===== config.mk =====
export PLATFORM = sky130hd
export DESIGN_NAME = sshs_slew
export DESIGN_NICKNAME = d
export VERILOG_FILES = /design/src/sshs_pkg.sv /design/src/sshs_slew.sv
export SDC_FILE = /design/constraint.sdc
export NUM_CORES = 1
export LEC_CHECK = 0
export BUFFER_PORTS_ARGS = -buffer_cell sky130_fd_sc_hd__buf_2
export CORE_ASPECT_RATIO = 1.5
export CORE_UTILIZATION = 25
export DETAILED_ROUTE_END_ITERATION = 10
export SLEW_MARGIN = 20
export SYNTH_ARGS = -nofsm -noshare
export SYNTH_HDL_FRONTEND = slang
export SYNTH_SLANG_ARGS = --single-unit

===== constraint.sdc =====
create_clock -name i_clk -period 4.7 [get_ports i_clk]
set_input_delay 0.94 -clock i_clk [delete_from_list [all_inputs] [get_ports i_clk]]
set_output_delay 0.94 -clock i_clk [all_outputs]
set_load 0.01 [all_outputs]

===== src/sshs_pkg.sv =====
package sshs_pkg;

    localparam int HALF_TURN    = 23040;
    localparam int FULL_TURN    = 46080;
    localparam int QUARTER_TURN = 11520;
    localparam int FACE_TOL     = 128;
    localparam int MOVE_TOL     = 3840;

    localparam int POS_W   = 32;
    localparam int HOFF_W  = 20;
    localparam int CUR_W   = 18;
    localparam int SPEED_W = 15;
    localparam int STOP_W  = 31;
    localparam int YAW_W   = 18;
    localparam int PITCH_W = 17;

    localparam int MAG_W    = 34;
    localparam int HALF_MAG = MAG_W / 2;
    localparam int PP_W     = 2 * HALF_MAG;
    localparam int SQ_W     = 2 * MAG_W;

    localparam int SQRT_PAD   = 32;
    localparam int RAD_W      = SQ_W + SQRT_PAD;
    localparam int SQRT_STEPS = RAD_W / 2;
    localparam int REM_W      = SQRT_STEPS + 2;

    localparam int ELEV_SH      = 16;
    localparam int ATAN_IN_W    = SQRT_STEPS;
    localparam int NORM_W       = 64;
    localparam int NORM_STEPS   = $clog2(NORM_W);
    localparam int MANT_W       = 30;
    localparam int CX_W         = 33;
    localparam int CZ_W         = 24;
    localparam int CORDIC_STEPS = 22;
    localparam int ANG_IDX_W    = $clog2(CORDIC_STEPS);
    localparam int RND_SH       = 8;
    localparam int ANG_W        = 14;
    localparam int Z_MAX        = 2949120;

    localparam int GOAL_W     = 17;
    localparam int ANGLE_W    = 21;
    localparam int WRAP_STEPS = 4;

    localparam int FRONT_LAT = 5;
    localparam int ATAN_LAT  = NORM_STEPS + CORDIC_STEPS + 2;
    localparam int SLEW_LAT  = WRAP_STEPS + 1;
    localparam int SIDE_LEN  = SQRT_STEPS + ATAN_LAT;
    localparam int TOT_LAT   = FRONT_LAT + SIDE_LEN + SLEW_LAT + 2;

    typedef enum logic [1:0] {
        Q_GEN,
        Q_ZERO,
        Q_RIGHT
    } t_quad;

    typedef struct packed {
        logic [MAG_W-1:0]         ax;
        logic [MAG_W-1:0]         ay;
        logic [MAG_W-1:0]         az;
        logic                     nx;
        logic                     ny;
        logic                     nz;
        logic                     arrived;
        logic signed [CUR_W-1:0]  cyaw;
        logic signed [CUR_W-1:0]  cpitch;
        logic [SPEED_W-1:0]       speed;
    } t_side;

    function automatic logic signed [CZ_W-1:0] cordic_ang(input logic [ANG_IDX_W-1:0] idx);
        case (idx)
            5'd0:    cordic_ang = CZ_W'(1474560);
            5'd1:    cordic_ang = CZ_W'(870484);
            5'd2:    cordic_ang = CZ_W'(459940);
            5'd3:    cordic_ang = CZ_W'(233473);
            5'd4:    cordic_ang = CZ_W'(117189);
            5'd5:    cordic_ang = CZ_W'(58652);
            5'd6:    cordic_ang = CZ_W'(29333);
            5'd7:    cordic_ang = CZ_W'(14667);
            5'd8:    cordic_ang = CZ_W'(7334);
            5'd9:    cordic_ang = CZ_W'(3667);
            5'd10:   cordic_ang = CZ_W'(1833);
            5'd11:   cordic_ang = CZ_W'(917);
            5'd12:   cordic_ang = CZ_W'(458);
            5'd13:   cordic_ang = CZ_W'(229);
            5'd14:   cordic_ang = CZ_W'(115);
            5'd15:   cordic_ang = CZ_W'(57);
            5'd16:   cordic_ang = CZ_W'(29);
            5'd17:   cordic_ang = CZ_W'(14);
            5'd18:   cordic_ang = CZ_W'(7);
            5'd19:   cordic_ang = CZ_W'(4);
            5'd20:   cordic_ang = CZ_W'(2);
            5'd21:   cordic_ang = CZ_W'(1);
            default: cordic_ang = '0;
        endcase
    endfunction

endpackage


===== src/sshs_slew.sv =====
module sshs_slew import sshs_pkg::*; (
    input  logic                      i_clk,
    input  logic signed [CUR_W-1:0]   i_cur,
    input  logic signed [GOAL_W-1:0]  i_goal,
    input  logic [SPEED_W-1:0]        i_speed,
    output logic signed [ANGLE_W-1:0] o_new,
    output logic signed [GOAL_W-1:0]  o_goal
);

    localparam logic signed [ANGLE_W-1:0] HALF_A = ANGLE_W'(HALF_TURN);
    localparam logic signed [ANGLE_W-1:0] FULL_A = ANGLE_W'(FULL_TURN);

    logic signed [ANGLE_W-1:0] r_cur  [WRAP_STEPS];
    logic signed [GOAL_W-1:0]  r_goal [WRAP_STEPS];
    logic [SPEED_W-1:0]        r_spd  [WRAP_STEPS];
    logic signed [ANGLE_W-1:0] r_new;
    logic signed [GOAL_W-1:0]  r_goal_o;

    logic signed [ANGLE_W-1:0] n_goal;
    logic signed [ANGLE_W-1:0] n_spd;
    logic signed [ANGLE_W-1:0] n_cur;
    logic signed [ANGLE_W-1:0] n_step;
    logic signed [ANGLE_W-1:0] n_new;
    logic                      n_up;
    logic                      n_dn;

    for (genvar w = 0; w < WRAP_STEPS; w++) begin : g_wrap
        logic signed [ANGLE_W-1:0] cur_in;
        logic signed [GOAL_W-1:0]  goal_in;
        logic [SPEED_W-1:0]        spd_in;
        logic signed [ANGLE_W-1:0] goal_x;

        if (w == 0) begin : g_first
            assign cur_in  = {{(ANGLE_W-CUR_W){i_cur[CUR_W-1]}}, i_cur};
            assign goal_in = i_goal;
            assign spd_in  = i_speed;
        end else begin : g_next
            assign cur_in  = r_cur[w-1];
            assign goal_in = r_goal[w-1];
            assign spd_in  = r_spd[w-1];
        end

        assign goal_x = {{(ANGLE_W-GOAL_W){goal_in[GOAL_W-1]}}, goal_in};

        always_ff @(posedge i_clk) begin
            if (cur_in < goal_x - HALF_A) begin
                r_cur[w] <= cur_in + FULL_A;
            end else if (cur_in > goal_x + HALF_A) begin
                r_cur[w] <= cur_in - FULL_A;
            end else begin
                r_cur[w] <= cur_in;
            end
            r_goal[w] <= goal_in;
            r_spd[w]  <= spd_in;
        end
    end

    always_comb begin
        n_goal = {{(ANGLE_W-GOAL_W){r_goal[WRAP_STEPS-1][GOAL_W-1]}}, r_goal[WRAP_STEPS-1]};
        n_spd  = {{(ANGLE_W-SPEED_W){1'b0}}, r_spd[WRAP_STEPS-1]};
        n_cur  = r_cur[WRAP_STEPS-1];
        n_up   = n_goal > n_cur;
        n_dn   = n_goal < n_cur;
        if (n_up) begin
            n_step = n_cur + n_spd;
        end else if (n_dn) begin
            n_step = n_cur - n_spd;
        end else begin
            n_step = n_cur;
        end
        if ((n_up && n_step > n_goal) || (n_dn && n_step < n_goal)) begin
            n_new = n_goal;
        end else begin
            n_new = n_step;
        end
    end

    always_ff @(posedge i_clk) begin
        r_new    <= n_new;
        r_goal_o <= r_goal[WRAP_STEPS-1];
    end

    assign o_new  = r_new;
    assign o_goal = r_goal_o;

endmodule


Word level (Yosys, flattened, before mapping)
Memory sizes are Yosys's and may differ from the RTL's.
Cells that the tools add are included.

storage, ports and cells
  bits in registers = 38
  latch bits = 0
  memory bits (writable) = 212
  ROM bits = 0
  input port bits = 51
  logic and storage cells = 89
  memories = 3

cells by class
  $add $sub $neg = 18
  multiply operators = 0
  div/mod/pow operators = 0
  order comparisons = 12
  eq/ne operators = 0
  shift-type cells = 0
  muxes and demuxes = 43
  bitwise gates (word level) = 8
  reductions and logical operators = 3

memory list
  memory  depth  width  rd ports  clocked after Yosys merged registers in  write ports  line             source
  r_cur   4      21     4         0                                        4            sshs_slew.sv:13  logic signed [ANGLE_W-1:0] r_cur [WRAP_STEPS];
  r_goal  4      17     4         0                                        4            sshs_slew.sv:14  logic signed [GOAL_W-1:0] r_goal [WRAP_STEPS];
  r_spd   4      15     4         0                                        4            sshs_slew.sv:15  logic [SPEED_W-1:0] r_spd [WRAP_STEPS];

operators by type and width
  cell                                                  number
  2-to-1 mux 21 bit                                     11
  adder 17 x 16 -> 18 bit (second input constant)       4
  subtractor 17 x 16 -> 18 bit (second input constant)  4
  adder 21 x 17 -> 21 bit (second input constant)       3
  greater-than comparator 21 x 18 -> 1 bit              3
  less-than comparator 21 x 18 -> 1 bit                 3
  subtractor 21 x 17 -> 21 bit (second input constant)  3
  2-to-1 mux 1 bit                                      32
  adder 21 x 16 -> 21 bit                               1
  greater-than comparator 17 x 21 -> 1 bit              1
  greater-than comparator 21 x 17 -> 1 bit              1
  less-than comparator 17 x 21 -> 1 bit                 1
  less-than comparator 21 x 17 -> 1 bit                 1
  subtractor 21 x 16 -> 21 bit                          1
  adder 18 x 17 -> 19 bit (second input constant)       1
  subtractor 18 x 17 -> 19 bit (second input constant)  1
  greater-than comparator 18 bit                        1
  less-than comparator 18 bit                           1
  bitwise OR 1 bit                                      8
  logical AND 1 bit                                     2
  logical OR 1 bit                                      1

Logic depth before layout (Yosys ltp)
Gate-level depths: netlist of the first run.
An unclocked memory read counts as a cell.

  word-level depth = 8
  depth in mapped cells = 25

Least setup slack after synthesis of the first run
No wires, ideal clock.

  kind = register -> register
  from = mem r_cur[3][15]
  to = reg r_new[10] (netlist: o_new[10])
  library setup time = 0.121 ns
  data arrival time = 4.885 ns
  path slack = -0.306 ns
  cell stages (with the launch flop) = 19
  clock period less this slack = 5.006 ns
  path through = edfxtp_1 -> inv_1 -> ha_1 -> and3_1 -> a221o_1 -> a211oi_2 -> o211ai_2 -> mux2_4 -> or4_1 -> o41a_1 -> xnor2_2 -> ha_1 -> nand4_1 -> nor3_1 -> a21oi_1 -> mux2i_1 -> mux2i_1 -> buf_2 -> mux2_2

RTL lines
  element               line             source
  start, declared       sshs_slew.sv:13
  end signal, assigned  sshs_slew.sv:79  r_new <= n_new;
  end, declared         sshs_slew.sv:16  logic signed [ANGLE_W-1:0] r_new;

==> results.ini, run 1 <==
[clock_tree]
clk_latency_ns=0.55
cts-htree-levels=1
cts.sinks=248
clockBufferDepth=3
cts_hold_buf=0
cts_root_buf=clkbuf_16
cts_buffers=26
cts_tree=done
clkTransAtPathRegs_ns=0.06

[final_layout]
nFillCells=5744
finish.instance_area_um2=19100
nets=2084
synthToLayoutAreaGrowth_pct=34.3
drive_above_1_share_pct=28.0

[detailed_routing]
drcViolationCount=0
wl_met2_mm=20.7
dr.pass1.iters=4
drt-met1-wl_mm=13.7
wl_per_cell_um=14.5
top_layer=met5
wirelength_mm=37.4
ant_nets=0
vias=11500
drt_iter0_drc=473
via_per_inst=4.43
wl_met3_mm=1.05

[yosys]
synth_cell_types=69
ys.warnings.count=0
synth.largest_area_cell=dfxtp_1
netlist_area_um2=14200
synth-main-ff-cell=dfxtp_1
synth-edff-count=82
synth_most_common_cell=ha_1
synth.avg_cell_area_um2=10.2
synthTopCellsByCount=218 x ha_1, 166 x dfxtp_1, 155 x inv_1
ys_ff_latch=248
ys_top_cells_by_area=dfxtp_1 23%, ha_1 19%, edfxtp_1 17%
yosysSeqAreaShare_pct=40.8
yosysTopAreaCellShare_pct=23.4
synthCells=1391
synthArstFlopShare_pct=0

[setup_path]
path_common_cell=mux2_4
cp_cell_sequence=inv_2, ha_4, and3_4, a221o_1, a211oi_2, o211ai_2, mux2_4, or4_4, o41a_1, xnor2_2, ha_1, nand4_1, nor3_2, a21oi_2, mux2i_1, buf_4, mux2i_4, clkbuf_16, mux2_4
path_max_fanout=7
crit_family=compound AO/OA/AOI/OAI gates
crit_required_ns=5.13
critPathLaunchType=flip-flop
critPathArrivalTime_ns=5.45
crit_slowest_cell=o41a_1
slowest_delay_ns=0.46
cp-end-kind=flip-flop
worstSetupPathType=reg2reg
cp_num_buf_inv=3

[floorplan]
start_util_pct=25.4
die-height_um=294
die_w_um=197
num_rows=106
io_pins=89
core_area_um2=56000
die_area_um2=57700

[sta]
grt_setup_unrepaired=true
hold_viol=0
slew_violations=0
period_share_pct=107
worstMarginPinSlew_ns=0.559
post-route-min-period_ns=5.02
maxSlewHeadroom_pct=62.6
worst_slack_ns=-0.317
finalSetupTns_ns=-5.79
report.final.setup_viol=21
fin_skew_ns=0.0121
fmax_mhz=199

[grt]
antenna_found_initial=3
grt_pass1_vias=12000
overflow=0
grt_pass1_wl_mm=58.6
track_usage_pct=12.7
grt_max_degree=16

[power_and_ir_drop]
p_leak_nw=8.94
peakVddDrop_uv=358
p_total_mw=12.6
p_per_area_nw_per_um2=659

[run_status]
status=finished with violations
violations=negative setup slack

[placed_design]
place_area_um2=17600
io_buffers=88
dp_hpwl_mm=30.5
gp_congestion=0.875

[run]
cap_violations=0

[worst_hold_path]
min_path_type=reg2reg

stage by stage:
stage | hold WS [ns] | setup WS [ns] | utilization [%] | cells
after detailed placement | 0.312 | -0.609 | 31.5 | 2524
after global placement | 0.312 | -0.449 | 31.5 | 2524
after floorplan | 0.310 | -0.154 | - | 1472
final | 0.325 | -0.317 | 34.0 | 2588
after global routing | 0.329 | -0.513 | 34.0 | 2588
after CTS | 0.326 | -0.337 | 33.3 | 2576
per-layer routing:
metal  GRT usage (%)  vias to the layer above
li1                -                     5777
met2            26.0                      236
met4            6.73                        2
met1            12.1                     5358
met5               0                        -
met3            1.27                      102
worst paths after layout:
path | startpoint | endpoint | slack [ns] | cells after the start
setup / recovery | r_cur[3][15] | o_new[11] | -0.32 | 19
hold / removal | r_spd[1][1] | r_spd[2][1] | 0.33 | 0
setup reg to reg | r_cur[3][15] | o_new[11] | -0.32 | 19
hold reg to reg | r_spd[1][1] | r_spd[2][1] | 0.33 | 0
cell families (layout without fill, tap and decap cells):
group / after synthesis / count (layout) / synth area share [%]
mux: 52 / 52 / 4.09
buf+inv: 173 / 531 / 4.59
flops: 248 / 248 / 40.8
compound gates: 331 / 331 / 15.2
fa+ha+maj: 223 / 223 / 19.9
other cells: 1 / 84 / 0.0264
xor+xnor: 91 / 91 / 5.67
simple gates: 272 / 272 / 9.71
report_power, final:
group          leakage [nW]  switching, mW  total, mW  internal [mW]
Combinational          6.30           3.39       7.28           3.90
Sequential             2.20          0.376       3.17           2.80
Clock                 0.438          0.854       2.11           1.25
Total                  8.94           4.62       12.6           7.94
flip-flops by register name, indices dropped and copies added (netlist names):
name and flops:
r_goal 68, r_spd 60, o_new 21, r_cur 82
o_goal 17
layout by cell type (no fill, tap or decap), drive strengths merged, types with 15 or more instances in the layout:
cell type / count
nor3: 15
nand2: 59
buf: 327
xor2: 26
clkbuf: 36
nand2b: 15
conb: 82
mux2: 45
dfxtp: 166
a21o: 43
nand4: 28
ha: 218
nor2: 73
nor2b: 15
o21ai: 60
xnor2: 65
inv: 156
a21oi: 99
edfxtp: 82
cell type report:
| class | instances | area [um2] | area share [%] |
|---|---|---|---|
| diodes | 2 | 5.00 | 0.0263 |
| clock buffers | 35 | 767 | 4.03 |
| clock inverters | 13 | 123 | 0.644 |
| inverters | 155 | 584 | 3.07 |
| multi-input cells | 1051 | 8540 | 44.8 |
| flip-flops and latches | 248 | 5790 | 30.4 |
| well taps | 756 | 946 | 4.96 |
| repair buffers | 328 | 2300 | 12.1 |
timing repair:
| action | CTS | global route |
|---|---|---|
| gates resized for setup | 32 | 86 |
| buffers inserted | 4 | 9 |
| endpoints found under the setup margin | 27 | 31 |
| pin swaps | 8 | 42 |
| gates cloned | 0 | 1 |
Power figures use the tool's default switching activity.
==> run 2: changes to the inputs <==
PLACE_DENSITY = 0.51   (was not set)
==> run 2 against run 1 <==
  * The run still ends with negative setup slack left
  * Register-to-register slack about the same
  * Sequential share of layout area down 0.18 points
  * Via count down 1.2%
  * Non-clock buffer count up 14
  * Die area unchanged
  * Design area up 0.60%
  * Setup slack worse by 0.0025 ns
  * Critical endpoint is now o_new[6]
  * Largest power group unchanged
==> results.ini, run 2 (synthesized netlist as in run 1, its figures left out) <==
[run_status]
status=finished with violations
violations=negative setup slack

[placed_design]
io_buffers=88  ; unchanged
dp_hpwl_mm=30.5  ; about the same
gp_congestion=0.869  ; -0.72%
place_area_um2=17600  ; +0.14%
placedCellCount=2529  ; +0.20%

[power_and_ir_drop]
internal_power_mw=7.89  ; -0.74%
p_sw_mw=4.65  ; +0.72%
p_leak_nw=9.02  ; +0.93%
sequentialPowerShare_pct=25.2  ; about the same
p_per_area_nw_per_um2=654  ; -0.80%
power_frac_clock_pct=17.1  ; +0.3 points
peakVddDrop_uv=273  ; -24%
comb_power_share_pct=57.8  ; -0.2 points
p_total_mw=12.5  ; -0.20%
p_sw_share_pct=37.1  ; +0.34 points

[final_layout]
synthToLayoutAreaGrowth_pct=35.1
layout_commonest_cell=buf_4
mostFrequentLayoutCells=248 x buf_4, 211 x ha_1, 161 x dfxtp_1
largestRegisters=r_cur x82, r_goal x68, r_spd x60
drive_above_1_share_pct=29.0  ; +0.92 points
regMostFlops=r_cur
finish.instance_area_um2=19200  ; +0.60%
largest_reg_flops=82  ; unchanged
nFillCells=5786  ; +0.73%
post-route-util_pct=34.2  ; +0.21 points
nets=2100  ; +0.77%
fin_cells=2605  ; +0.66%

[clock_tree]
cts_tree=done
clk_latency_ns=0.56  ; about the same
cts.sinks=248  ; unchanged
clockBufferDepth=3  ; unchanged
clkTransAtPathRegs_ns=0.06  ; about the same
cts_root_buf=clkbuf_16
cts_hold_buf=0  ; unchanged
cts_buffers=28  ; +7.7%
cts-htree-levels=1  ; unchanged

[floorplan]
num_rows=106  ; unchanged
start_util_pct=25.4  ; unchanged
die_area_um2=57700  ; unchanged
die_w_um=197  ; unchanged
io_pins=89  ; unchanged
die-height_um=294  ; unchanged
core_area_um2=56000  ; unchanged

[setup_path]
r2r-start=r_cur[3][15]
critPathLaunchType=flip-flop
rr_endpoint=o_new[6]
r2r_cells=19  ; unchanged
worstSetupPathType=reg2reg
r2r_slack_ns=-0.32  ; about the same
cp-startpoint=r_cur[3][15]
critPathArrivalTime_ns=5.45  ; about the same
crit_required_ns=5.13  ; about the same
path_max_fanout=8  ; +1
cp-end-kind=flip-flop

[sta]
report.final.setup_viol=21  ; unchanged
post-route-min-period_ns=5.02  ; +0.00250 ns
worst_slack_ns=-0.319  ; -0.00250 ns
fin_skew_ns=0.0246  ; +0.0125 ns
hold_viol=0  ; unchanged
maxSlewHeadroom_pct=53.9  ; -8.7 points
fmax_mhz=199  ; about the same
grt_setup_unrepaired=true
slew_violations=0  ; unchanged
worstMarginPinSlew_ns=0.689  ; +0.130 ns
period_share_pct=107  ; about the same

[worst_hold_path]
whs_path_depth=0  ; unchanged
hold_start=r_spd[2][2]
min_path_type=reg2reg
worstHoldEndpoint=r_spd[3][2]

[detailed_routing]
via_per_inst=4.35  ; -1.9%
dr.pass1.iters=5  ; +1
wirelength_mm=37.4  ; about the same
drt_iter0_drc=392  ; -17%
wl_per_cell_um=14.4  ; -0.59%
ant_nets=0  ; unchanged
vias=11300  ; -1.2%
drcViolationCount=0  ; unchanged

[grt]
antenna_found_initial=1  ; -2
track_usage_pct=13.0  ; +0.36 points
overflow=0  ; unchanged
grt_pass1_vias=12100  ; +0.68%
grt_max_degree=16  ; unchanged
grt_pass1_wl_mm=60.1  ; +2.6%

[run]
cap_violations=0  ; unchanged

run 2: changes by cell type in the layout (fill, tap and decap cells not counted), moves of 3 or more:
cell,delta
inv_4,+3
buf_4,+13
clkbuf_8,-3
clkbuf_1,+3
mux2_4,-3
dfxtp_2,+3
clkinv_1,-4
a21boi_1,+3
buf_6,+3
mux2_2,+3
a21boi_2,-3
run 2: worst max-delay path by stage:
stage | end | slack (ns) | depth (start not counted)
after global placement | o_new[17] | -0.44 | 20
final | o_new[6] | -0.32 | 19
after CTS | o_new[20] | -0.39 | 20
after detailed placement | o_new[19] | -0.46 | 20
after floorplan | o_new[16] | -0.15 | 18
after global routing | o_new[15] | -0.54 | 22
run 2: per-layer routing:
metal / vias up / part of all wire, % / global-route usage, %
met5: - / 0 / 0
met4: 0 / 4.1 / 5.51
met3: 71 / 2.9 / 1.41
met2: 168 / 56 / 27.0
met1: 5297 / 37 / 12.7
li1: 5796 / - / -
run 2: worst max-delay path, stage by stage (launching register included):
cell and delay (ns):
edfxtp_1 0.40, inv_2 0.09, ha_4 0.20, a21o_1 0.18
a221o_1 0.30, a211oi_2 0.26, o211ai_2 0.15, mux2_4 0.34
or4_4 0.43, o41a_1 0.37, xnor2_2 0.16, ha_1 0.31
nand4_1 0.19, nor3_4 0.31, a21oi_2 0.09, mux2i_1 0.15
buf_4 0.14, mux2i_4 0.28, buf_6 0.21, mux2_4 0.31
run 2: area by class of cell:
cell class	count	area [um2]	area share, %
Clock inverter	15	120	0.627
Sequential cell	248	5790	30.2
Timing Repair Buffer	342	2380	12.4
Clock buffer	37	787	4.11
Inverter	155	582	3.04
Tap cell	756	946	4.93
Antenna cell	1	2.50	0.0131
Multi-Input combinational cell	1051	8560	44.7
run 2: stage by stage:
| stage | hold slack, ns | worst slack [ns] | setup TNS (ns) |
|---|---|---|---|
| finish | 0.325 | -0.319 | -5.83 |
| global route | 0.333 | -0.536 | -10.57 |
| CTS | 0.328 | -0.385 | -7.43 |
| detailed placement | 0.312 | -0.456 | -10.40 |
| global placement | 0.313 | -0.437 | -9.54 |
| floorplan | 0.310 | -0.154 | -1.83 |
run 2: repair_timing:
action / in CTS / in global routing
buffers inserted: 17 / 8
resized for setup: 38 / 88
cloned: 1 / 0
pin swaps: 16 / 33
setup endpoints to repair: 30 / 30
run 2: power groups by stage:
stage / Sequential (mW) / Combinational, mW / Clock [mW]
floorplan: 3.14 / 4.01 / 0
global placement: 3.21 / 6.28 / 0
detailed placement: 3.21 / 6.42 / 0
CTS: 3.17 / 6.94 / 2.23
global route: 3.21 / 7.98 / 2.32
finish: 3.16 / 7.24 / 2.14
==> run 3: changes to the inputs <==
CORE_UTILIZATION = 56   (was 25)
PLACE_DENSITY = 0.87   (was 0.51)
==> run 3 against run 2 <==
  * The run still ends with negative setup slack left
  * Clock power decreased by 10%
  * Worst hold slack improved by 0.00068 ns
  * First-iteration DRC count increased by 85%
  * Largest power group unchanged
  * Critical endpoint is now o_new[8]
==> results.ini, run 3 (synthesized netlist as in run 1, its figures left out) <==
[setup_path]
crit_slowest_cell=or4_4
worstSetupPathType=reg2reg
path_common_cell=mux2_4
critPathArrivalTime_ns=5.57  ; +0.12 ns
cp_cell_sequence=inv_2, ha_4, and3_4, a221o_1, a211oi_2, o211ai_2, mux2_4, or4_4, o41a_1, xnor2_2, ha_1, nand4_1, nor3_2, a21oi_2, mux2i_1, mux2i_2, buf_6, mux2_4
crit_family=compound AO/OA/AOI/OAI gates
cp_num_buf_inv=2  ; -1
critPathLaunchType=flip-flop
crit_required_ns=5.10  ; -0.03 ns
path_max_fanout=8  ; unchanged
cp-end-kind=flip-flop
slowest_delay_ns=0.44  ; about the same

[floorplan]
die_w_um=132  ; -33%
num_rows=71  ; -33%
io_pins=89  ; unchanged
start_util_pct=56.8  ; +31 points
core_area_um2=25000  ; -55%
die-height_um=197  ; -33%
die_area_um2=26000  ; -55%

[placed_design]
dp_hpwl_mm=29.7  ; -2.6%
io_buffers=88  ; unchanged
place_area_um2=16900  ; -4.2%
place_ws_ns=-0.329  ; +0.127 ns
gp_congestion=1.01  ; +17%

[detailed_routing]
ant_nets=0  ; unchanged
dr.pass1.iters=8  ; +3
wirelength_mm=40.3  ; +7.8%
wl_per_cell_um=18.9  ; +31%
via_per_inst=5.69  ; +31%
drcViolationCount=0  ; unchanged
vias=12200  ; +7.5%
drt_iter0_drc=724  ; +85%

[sta]
worst_slack_ns=-0.465  ; -0.146 ns
post-route-min-period_ns=5.17  ; +0.146 ns
grt_setup_unrepaired=true
fmax_mhz=194  ; -2.8%
report.final.setup_viol=23  ; +9.5%
maxSlewHeadroom_pct=56.1  ; +2.2 points
slew_violations=0  ; unchanged
period_share_pct=110  ; +3.1 points
hold_viol=0  ; unchanged
worstMarginPinSlew_ns=0.652  ; -0.0369 ns
fin_skew_ns=0.0315  ; +0.00683 ns

[run_status]
violations=negative setup slack
status=finished with violations

[clock_tree]
cts-htree-levels=1  ; unchanged
clkTransAtPathRegs_ns=0.06  ; about the same
cts_buffers=24  ; -14%
clk_latency_ns=0.54  ; -0.02 ns
cts_root_buf=clkbuf_16
cts_tree=done
cts.sinks=248  ; unchanged
clockBufferDepth=3  ; unchanged
cts_hold_buf=0  ; unchanged

[final_layout]
diodes=0  ; -1
finish.instance_area_um2=18200  ; -5.2%
synthToLayoutAreaGrowth_pct=28.0
regMostFlops=r_cur
nets=2069  ; -1.5%
largest_reg_flops=82  ; unchanged
layout_commonest_cell=buf_4
drive_above_1_share_pct=26.9  ; -2.1 points
mostFrequentLayoutCells=223 x buf_4, 211 x ha_1, 162 x dfxtp_1
largestRegisters=r_cur x82, r_goal x68, r_spd x60

[grt]
grt_pass1_wl_mm=61.7  ; +2.7%
grt_pass1_vias=13200  ; +9.0%
overflow=0  ; unchanged
track_usage_pct=29.9  ; +17 points
grt_max_degree=16  ; unchanged
antenna_found_initial=0  ; -1

[power_and_ir_drop]
p_leak_nw=8.79  ; -2.6%
p_per_area_nw_per_um2=687  ; +5.1%
peakVddDrop_uv=556  ; +100%

[run]
cap_violations=0  ; unchanged

[worst_hold_path]
min_path_type=reg2reg

run 3: per-stage QoR:
stage	util, %	hold WS [ns]	total power [mW]	std cells	TNS, ns
3_3_place_gp	67.7	0.311	9.16	2077	-3.79
3_5_place_dp	67.7	0.312	9.53	2077	-7.24
5_1_grt	72.8	0.335	13.2	2140	-13.91
6_report	72.8	0.326	12.5	2140	-9.04
2_1_floorplan	-	0.310	7.15	1472	-1.83
4_1_cts	71.4	0.326	11.7	2129	-4.97
run 3: cell type report:
type                       count  area (um2)
inverter                     155         582
multi-input combinational   1051        8440
timing repair buffer         315        2160
clock buffer                  35         704
fill                        1643        6800
clock inverter                 8        72.6
tap                          328         410
sequential                   248        5800
run 3: what timing repair did:
| item | in CTS | in global routing |
|---|---|---|
| cloned | 0 | 1 |
| buffers inserted | 9 | 10 |
| gates resized for setup | 29 | 73 |
| setup endpoints to repair | 30 | 32 |
| pin swaps | 15 | 33 |
run 3: worst paths after layout:
kind	startpoint	endpoint	slack [ns]	depth (start not counted)
hold reg to reg	r_spd[1][8]	r_spd[2][8]	0.33	0
setup reg to reg	r_cur[3][15]	o_new[8]	-0.47	18
setup / recovery	r_cur[3][15]	o_new[8]	-0.47	18
hold / removal	r_spd[1][8]	r_spd[2][8]	0.33	0
run 3: layer usage:
layer / global-route usage, % / up-vias / wire length [um]
li1: - / 5718 / -
met1: 24.5 / 5733 / 12900
met2: 61.5 / 487 / 22000
met3: 4.17 / 243 / 1940
met4: 24.8 / 0 / 3480
met5: 0 / - / 0
run 3: where the power goes:
group,switching [mW],internal (mW),total (mW)
clock network,0.817,1.10,1.92
registers,0.384,2.79,3.18
logic,3.59,3.80,7.39
run 3: worst register-to-register path: stages, from the launching register on:
cell and delay, ns:
edfxtp_1 0.41, inv_2 0.09, ha_4 0.20, and3_4 0.16, a221o_1 0.36, a211oi_2 0.31, o211ai_2 0.21, mux2_4 0.41
or4_4 0.44, o41a_1 0.36, xnor2_2 0.16, ha_1 0.30, nand4_1 0.14, nor3_2 0.27, a21oi_2 0.09, mux2i_1 0.20
mux2i_2 0.36, buf_6 0.23, mux2_4 0.32
